<file path="config.mk">
export PLATFORM = sky130hd
export DESIGN_NAME = kbc_max_unit
export DESIGN_NICKNAME = d
export VERILOG_FILES = /design/src/hdl/assert_macros.svh /design/src/hdl/kbc_pkg.sv /design/src/hdl/kbc_max_unit.sv
export SDC_FILE = /design/constraint.sdc
export NUM_CORES = 1
export LEC_CHECK = 0
export BUFFER_PORTS_ARGS = -buffer_cell sky130_fd_sc_hd__buf_2
export CORE_MARGIN = 10
export CORE_UTILIZATION = 40
export DETAILED_ROUTE_END_ITERATION = 7
export PLACE_DENSITY = 0.68
export SYNTH_ARGS = -nofsm -noshare
export SYNTH_HDL_FRONTEND = slang
export SYNTH_SLANG_ARGS = --single-unit
</file>
<file path="constraint.sdc">
create_clock -name vclk -period 5.8
set_input_delay 1.16 -clock vclk [all_inputs]
set_output_delay 1.16 -clock vclk [all_outputs]
set_load 0.02 [all_outputs]
</file>
<file path="src/hdl/assert_macros.svh">
// Assertion macros shared by the RTL of the three-bin knapsack count block.
// Compiled out when ASSERT_OFF is defined; no other dependencies.
`ifndef ASSERT_MACROS_SVH
`define ASSERT_MACROS_SVH
`ifndef ASSERT_OFF
`define ASSERT_PROP(label, clk, rst_n, prop, msg) \
	label: assert property (@(posedge clk) disable iff (!rst_n) prop) else $error(msg);
`define ASSERT_NEVER(label, clk, rst_n, expr, msg) \
	label: assert property (@(posedge clk) disable iff (!rst_n) !(expr)) else $error(msg);
`else
`define ASSERT_PROP(label, clk, rst_n, prop, msg)
`define ASSERT_NEVER(label, clk, rst_n, expr, msg)
`endif
`endif

</file>
<file path="src/hdl/kbc_pkg.sv">
// Shared types, constants and helpers of the three-bin knapsack count block.
// No dependencies.
package kbc_pkg;

	localparam int WEIGHT_W   = 8;
	localparam int COUNT_W    = 8;
	localparam int CAP_W      = 4;
	localparam int CFG_ADDR_W = 2;

	typedef logic [WEIGHT_W-1:0]   weight_t;
	typedef logic [COUNT_W-1:0]    count_t;
	typedef logic [CAP_W-1:0]      cap_t;
	typedef logic [CFG_ADDR_W-1:0] cfg_addr_t;

	localparam cfg_addr_t REG_CAP_FIRST  = 2'd0;
	localparam cfg_addr_t REG_CAP_SECOND = 2'd1;
	localparam cfg_addr_t REG_CAP_THIRD  = 2'd2;

	localparam count_t COUNT_MAX = '1;

	// saturating increment of a best count
	function automatic count_t sat_inc(input count_t v);
		return (v == COUNT_MAX) ? COUNT_MAX : count_t'(v + 1'b1);
	endfunction

endpackage

</file>
<file path="src/hdl/kbc_max_unit.sv">
// Shared compare unit: best of a base count and up to two incremented candidates.
// Depends on kbc_pkg.
module kbc_max_unit (
	input  kbc_pkg::count_t base,
	input  logic            inc_base,
	input  kbc_pkg::count_t cand_x,
	input  logic            en_x,
	input  kbc_pkg::count_t cand_y,
	input  logic            en_y,
	output kbc_pkg::count_t best
);

	kbc_pkg::count_t b0;
	kbc_pkg::count_t cx;
	kbc_pkg::count_t cy;
	kbc_pkg::count_t m;

	always_comb begin
		b0 = inc_base ? kbc_pkg::sat_inc(base) : base;
		cx = kbc_pkg::sat_inc(cand_x);
		cy = kbc_pkg::sat_inc(cand_y);
		m  = b0;
		if (en_x && (cx > m)) begin
			m = cx;
		end
		if (en_y && (cy > m)) begin
			m = cy;
		end
		best = m;
	end

endmodule

</file>
==> metrics, run 1 <==
Seq. cell area 0 um2; area delta synth->final 83.1%; Power Density 116 mW/mm2; crit path launch type primary input; Final Hold Viols 0; Worst setup EP type primary output; Synth top area share 21.3%; WL final 4.03 mm; dominant cell type by area after synthesis ha_1; Crit-path slowest cell mux2_4; Post-Synth Simple-Gate Area 28.9%; Peak VDD IR 0.0991 mV; largest net degree at the start of global routing 7; Die Ht 72.8 um; syn_area_per_cell 7.49 um2; largest cells by area after synthesis ha_1 21%, mux2i_1 16%, nand2_1 6.7%, inv_1 6.1%, nand3_1 4.5%; first-pass GRT wire length 6.28 mm; ANT cells 0; GR Overflow Total 0; final RePlAce weighted congestion 0.927; Total GRT Usage 13.7%; adder-cell share of the synthesized area 21.3%; Hold-fix buffers, CTS 0; Initial Utilization 41.2%; IO Port Bufs 35; compound-cell area share of the yosys netlist 14.0%; syn_nets 195; Max Freq 0.167 GHz; slowest cell delay on critical path 0.30 ns; die area 0.00530 mm2; Crit Path Category in2out; Max-Cap Viols 0; CP cell instances buf_8 > buf_4 > nand4_1 > nor2_1 > xnor2_1 > nand2_2 > inv_1 > ha_1 > nand4_1 > buf_4 > a21oi_4 > o21ai_4 > mux2i_2 > ha_1 > nor2b_1 > o21a_1 > o21ai_2 > a21oi_2 > o221ai_4 > buf_12 > mux2_4 > buf_6; chip width 72.8 um; initial antenna violation count 0; drt wl/cell 15.4 um; largest family of logic cells by synthesized area simple AND/OR/NAND/NOR gates; hold crit path type in2out; HPWL after DPL 2.91 mm; Seq/Total Area, Yosys 0%; drt first pass iters 4; Synth cell types 31; DR iter-0 viols 63; Setup Viol. Count Final 8; status finished, violations left; commonest non-fill, non-tap cell in the layout buf_4; commonest non-fill, non-tap cells in the layout 49 x buf_4, 22 x buf_2, 16 x inv_1, 12 x nand2_1, 10 x ha_1; IO Pins 35; Final WS setup -0.196 ns; period utilization 103%; final core occ 75.4%; # rows 19; vias per cell 5.23; Yosys warnings 0; Rel. slew slack 76.3%; clock buffers 0; Post-Syn Area 0.00112 mm2; Layout Nets 279; failing checks setup timing; vias in the first global route 1522; Final ANT Viol Nets 0; Core Region 0.00271 mm2; Critical Path RT 4.64 ns; via count 1371; min Tclk post-route 6.00 ns; drc violations 0; num sequential 0; hold_ws 2.79 ns; static leakage 0.965 nW; dpl cell area 0.00159 mm2; Final Cell Area 0.00204 mm2; Slew Limit Fails 0; slew at the pin closest to its max-slew limit 0.352 ns; XOR/XNOR share of the synthesized area 7.85%; Crit Path Max Fanout 6; share of layout cells above drive strength 1 60.6%; multiplexer area fraction after synthesis 21.9%; # fillers 197; Post-Syn Instances 149; CP Data Arrival Time 4.84 ns; RSZ-0062 raised after global routing true
## synthesized netlist by cell type, types with 2 or more instances
cell type and n:
o21a_1 2, and3_1 5, nand2b_1 5, mux2i_1 18, nand2_1 20, nand3_1 10
mux2_2 3, a21oi_1 7, mux2_4 2, xnor2_1 5, inv_1 18, and2_1 4
o21ai_0 3, xor2_1 5, nor2b_1 2, nand4_1 6, nor2_1 2, ha_1 19
## per-stage QoR
| step | setup TNS (ns) | cells | setup WS (ns) | power [mW] |
|---|---|---|---|---|
| global route | -2.09 | 262 | -0.300 | 0.258 |
| finish | -1.18 | 262 | -0.196 | 0.238 |
| global placement | -1.15 | 239 | -0.187 | 0.171 |
| CTS | -0.686 | 255 | -0.132 | 0.219 |
| detailed placement | -1.97 | 239 | -0.290 | 0.177 |
| floorplan | 0 | 149 | 0.00746 | 0.109 |
## power by group
| part | internal, mW | total, mW | switching, mW | leakage, nW |
|---|---|---|---|---|
| sequential | 0 | 0 | 0 | 0 |
| combinational | 0.130 | 0.238 | 0.108 | 0.965 |
| clock | 0 | 0 | 0 | 0 |
## area by class of cell
class | instances | area [um2] | share of cell area, %
multi-input combinational | 131 | 1320 | 64.4
timing repair buffer | 82 | 622 | 30.4
inverter | 18 | 67.6 | 3.31
tap | 31 | 38.8 | 1.90
## layer usage
| metal | GRT usage (%) | part of all wire, % | wire length [um] | vias up |
|---|---|---|---|---|
| met5 | 0 | 0 | 0 | - |
| met4 | 2.32 | 1.2 | 48 | 0 |
| met3 | 2.18 | 4.8 | 195 | 5 |
| met2 | 28.8 | 55 | 2230 | 34 |
| met1 | 13.5 | 38 | 1550 | 642 |
| li1 | - | - | - | 690 |
## path summary, 6_finish.rpt
check,from,to,slack [ns],depth (start not counted)
max,base[1],best[0],-0.20,22
min,cand_y[0],best[0],2.79,4
## worst max-delay path: cells and delay by family
kind / cells / cell delay, ns
AOI/OAI and AO/OA: 6 / 0.90
buffers and inverters: 6 / 0.72
and+or+nand+nor: 5 / 0.76
muxes: 2 / 0.58
xor gates and xnor gates: 1 / 0.15
adders and majority gates: 2 / 0.54
## cell families after synthesis
kind of cell / after synthesis
xor+xnor: 10
fa+ha+maj: 19
mux: 23
buf+inv: 18
compound gates: 19
simple gates: 60
## timing repair
action | CTS | global route
gates resized for setup | 39 | 24
pin swaps | 16 | 25
setup endpoints to repair | 8 | 8
setup buffers | 16 | 8
No activity file was read; power rests on OpenSTA's default activity.
==> run 2: changes to the inputs <==
--- a/config.mk
+++ b/config.mk
@@ -5,11 +5,13 @@
 export SDC_FILE = /design/constraint.sdc
 export NUM_CORES = 1
 export LEC_CHECK = 0
+export ABC_AREA = 1
 export BUFFER_PORTS_ARGS = -buffer_cell sky130_fd_sc_hd__buf_2
 export CORE_MARGIN = 10
 export CORE_UTILIZATION = 40
 export DETAILED_ROUTE_END_ITERATION = 7
-export PLACE_DENSITY = 0.68
+export GPL_TIMING_DRIVEN = 0
+export PLACE_DENSITY = 0.66
 export SYNTH_ARGS = -nofsm -noshare
 export SYNTH_HDL_FRONTEND = slang
 export SYNTH_SLANG_ARGS = --single-unit
==> constraint.sdc (replaced) <==
create_clock -name vclk -period 5.8
set_input_delay 0.87 -clock vclk [all_inputs]
set_output_delay 0.87 -clock vclk [all_outputs]
set_load 0.02 [all_outputs]
==> metrics, run 2 <==
status complete, no violations (was finished, violations left); Hold Crit Depth 5 (was 4); Layout Nets 319 (was 279); slew at the pin closest to its max-slew limit 0.463 ns (was 0.352 ns); slowest cell delay on critical path 0.39 ns (was 0.30 ns); Crit Path Max Fanout 9 (was 6); vias per cell 4.73 (was 5.23); Core Region 0.00303 mm2 (was 0.00271 mm2); Crit-path slowest cell a21boi_2 (was mux2_4); Setup Viol. Count Final 0 (was 8); CP Data Arrival Time 4.32 ns (was 4.84 ns); HPWL after DPL 2.78 mm (was 2.91 mm); # fillers 364 (was 197); largest net degree at the start of global routing 10 (was 7); Post-Syn Area 0.00124 mm2 (was 0.00112 mm2); share of layout cells above drive strength 1 18.8% (was 60.6%); Power Density 97.3 mW/mm2 (was 116 mW/mm2); vias in the first global route 1251 (was 1522); commonest non-fill, non-tap cells in the layout 80 x nand2_1, 35 x buf_2, 34 x inv_1, 29 x nand3_1, 21 x nor2_1 (was 49 x buf_4, 22 x buf_2, 16 x inv_1, 12 x nand2_1, 10 x ha_1); # rows 20 (was 19); RSZ-0062 raised after global routing false (was true); initial antenna violation count 0 (unchanged); drc violations 0 (unchanged); Worst path most repeated cell nand2_1; largest cells by area after synthesis nand2_1 24%, ha_1 19%, nand3_1 12%, inv_1 10%, nor2_1 6.3% (was ha_1 21%, mux2i_1 16%, nand2_1 6.7%, inv_1 6.1%, nand3_1 4.5%); drt first pass iters 4 (unchanged); Peak VDD IR 0.0590 mV (was 0.0991 mV); Rel. slew slack 68.9% (was 76.3%); syn_area_per_cell 5.28 um2 (was 7.49 um2); min Tclk post-route 5.19 ns (was 6.00 ns); IO Port Bufs 35 (unchanged); GR Overflow Total 0 (unchanged); commonest non-fill, non-tap cell in the layout nand2_1 (was buf_4); total power 0.144 mW (was 0.238 mW); most common cell in the netlist nand2_1 (unchanged); Die Ht 75.8 um (was 72.8 um); Hold Path End best[0] (unchanged); Yosys warnings 0 (unchanged); Gates resized, CTS repair 0 (was 39); Max-Cap Viols 0 (unchanged); period utilization 89.4% (was 103%); Setup Fix Bufs, Post-CTS 0 (was 16); Stages on worst setup path 24 (was 22); crit path launch type primary input (unchanged); Crit Path Category in2out (unchanged); num sequential 0 (unchanged); static leakage 0.903 nW (was 0.965 nW); cell family with most CP delay simple AND/OR/NAND/NOR gates (was compound AO/OA/AOI/OAI gates); Worst setup EP type primary output (unchanged); Seq/Total Area, Yosys 0% (unchanged); Synth top cells by count 80 x nand2_1, 34 x inv_1, 29 x nand3_1, 21 x nor2_1, 19 x ha_1 (was 20 x nand2_1, 19 x ha_1, 18 x inv_1, 18 x mux2i_1, 10 x nand3_1); die area 0.00574 mm2 (was 0.00530 mm2); Synth cell types 28 (was 31); Critical Path Start cand_x[0] (was base[1]); IO Pins 35 (unchanged); setup TNS 0 ns (was -1.18 ns); WL final 3.04 mm (was 4.03 mm); chip width 75.8 um (was 72.8 um); Seq. cell area 0 um2 (unchanged); clock buffers 0 (unchanged); area delta synth->final 18.5% (was 83.1%); dominant cell type by area after synthesis nand2_1 (was ha_1); ANT cells 0 (unchanged); Initial Utilization 41.1% (was 41.2%); Final Hold Viols 0 (unchanged); Final ANT Viol Nets 0 (unchanged); CP cell instances buf_2 > ha_1 > nand2_1 > inv_1 > nand2_1 > nor2_4 > a21oi_1 > inv_1 > ha_1 > nand2_1 > nor2_1 > a21boi_2 > nand2_4 > nand2_1 > nand2_1 > ha_1 > nand2_1 > nor2_1 > a21boi_0 > nand2_2 > inv_1 > nand2_1 > nand2_1 > buf_2 (was buf_8 > buf_4 > nand4_1 > nor2_1 > xnor2_1 > nand2_2 > inv_1 > ha_1 > nand4_1 > buf_4 > a21oi_4 > o21ai_4 > mux2i_2 > ha_1 > nor2b_1 > o21a_1 > o21ai_2 > a21oi_2 > o221ai_4 > buf_12 > mux2_4 > buf_6); Slew Limit Fails 0 (unchanged); Max Freq 0.193 GHz (was 0.167 GHz); Synth top area share 24.1% (was 21.3%); Critical Path RT 4.93 ns (was 4.64 ns); hold path startpoint cand_y[0] (unchanged); DR iter-0 viols 56 (was 63); Hold-fix buffers, CTS 0 (unchanged); drt wl/cell 9.63 um (was 15.4 um); final RePlAce weighted congestion 0.785 (was 0.927); hold crit path type in2out (unchanged); first-pass GRT wire length 4.99 mm (was 6.28 mm); syn_nets 282 (was 195); WP buf/inv 5 (was 6); via count 1491 (was 1371); Total GRT Usage 10.2% (was 13.7%); Post-Syn Instances 236 (was 149)
==> run 2: cell families after synthesis <==
| family | share of synthesized area, % |
|---|---|
| buffers and inverters | 11.3 |
| AO/OA/AOI/OAI | 11.3 |
| adder cells (fa/ha/maj) | 19.1 |
| XOR/XNOR | 2.11 |
| AND/OR/NAND/NOR | 56.3 |
==> run 2: layer usage <==
| layer | vias to the layer above | GRT usage [%] | share of wire (%) | wire length, um |
|---|---|---|---|---|
| met4 | 0 | 0 | 0 | 0 |
| met1 | 634 | 13.4 | 47 | 1430 |
| met2 | 23 | 18.1 | 46 | 1400 |
| li1 | 834 | - | - | - |
| met5 | - | 0 | 0 | 0 |
| met3 | 0 | 1.43 | 6.5 | 197 |
==> run 2: cell type report <==
type | count | area, um2 | area share [%]
buffer | 1 | 5.00 | 0.339
inverter | 36 | 135 | 9.16
multi-input combinational | 199 | 1100 | 74.9
tap | 44 | 55.1 | 3.73
timing repair buffer | 35 | 175 | 11.9
==> run 2: stage by stage <==
step,instance area [um2],std cells,hold WS [ns],setup slack [ns],utilization [%]
detailed placement,1480,315,2.17,0.604,48.7
floorplan,1240,236,1.97,1.27,-
CTS,1480,315,2.17,0.591,48.7
finish,1480,315,2.17,0.613,48.7
global placement,1480,315,2.18,0.631,48.7
global route,1480,315,2.21,0.228,48.7
==> run 2: worst max path at each step <==
| stage | to | slack, ns |
|---|---|---|
| 2_1_floorplan | best[0] | 1.27 |
| 3_3_place_gp | best[2] | 0.63 |
| 3_5_place_dp | best[2] | 0.60 |
| 4_1_cts | best[2] | 0.59 |
| 5_1_grt | best[3] | 0.23 |
| 6_report | best[2] | 0.61 |
==> run 2: where the power goes <==
group,switching (mW),leakage (nW),internal [mW]
Clock,0,0,0
Combinational,0.0899,0.903,0.0537
Sequential,0,0,0
Total,0.0899,0.903,0.0537
==> run 2: worst min-delay path, stage by stage <==
cell and delay [ns]:
buf_2 0.10, nand2_1 0.07, nand2_1 0.06, nand2_1 0.04, buf_2 0.15
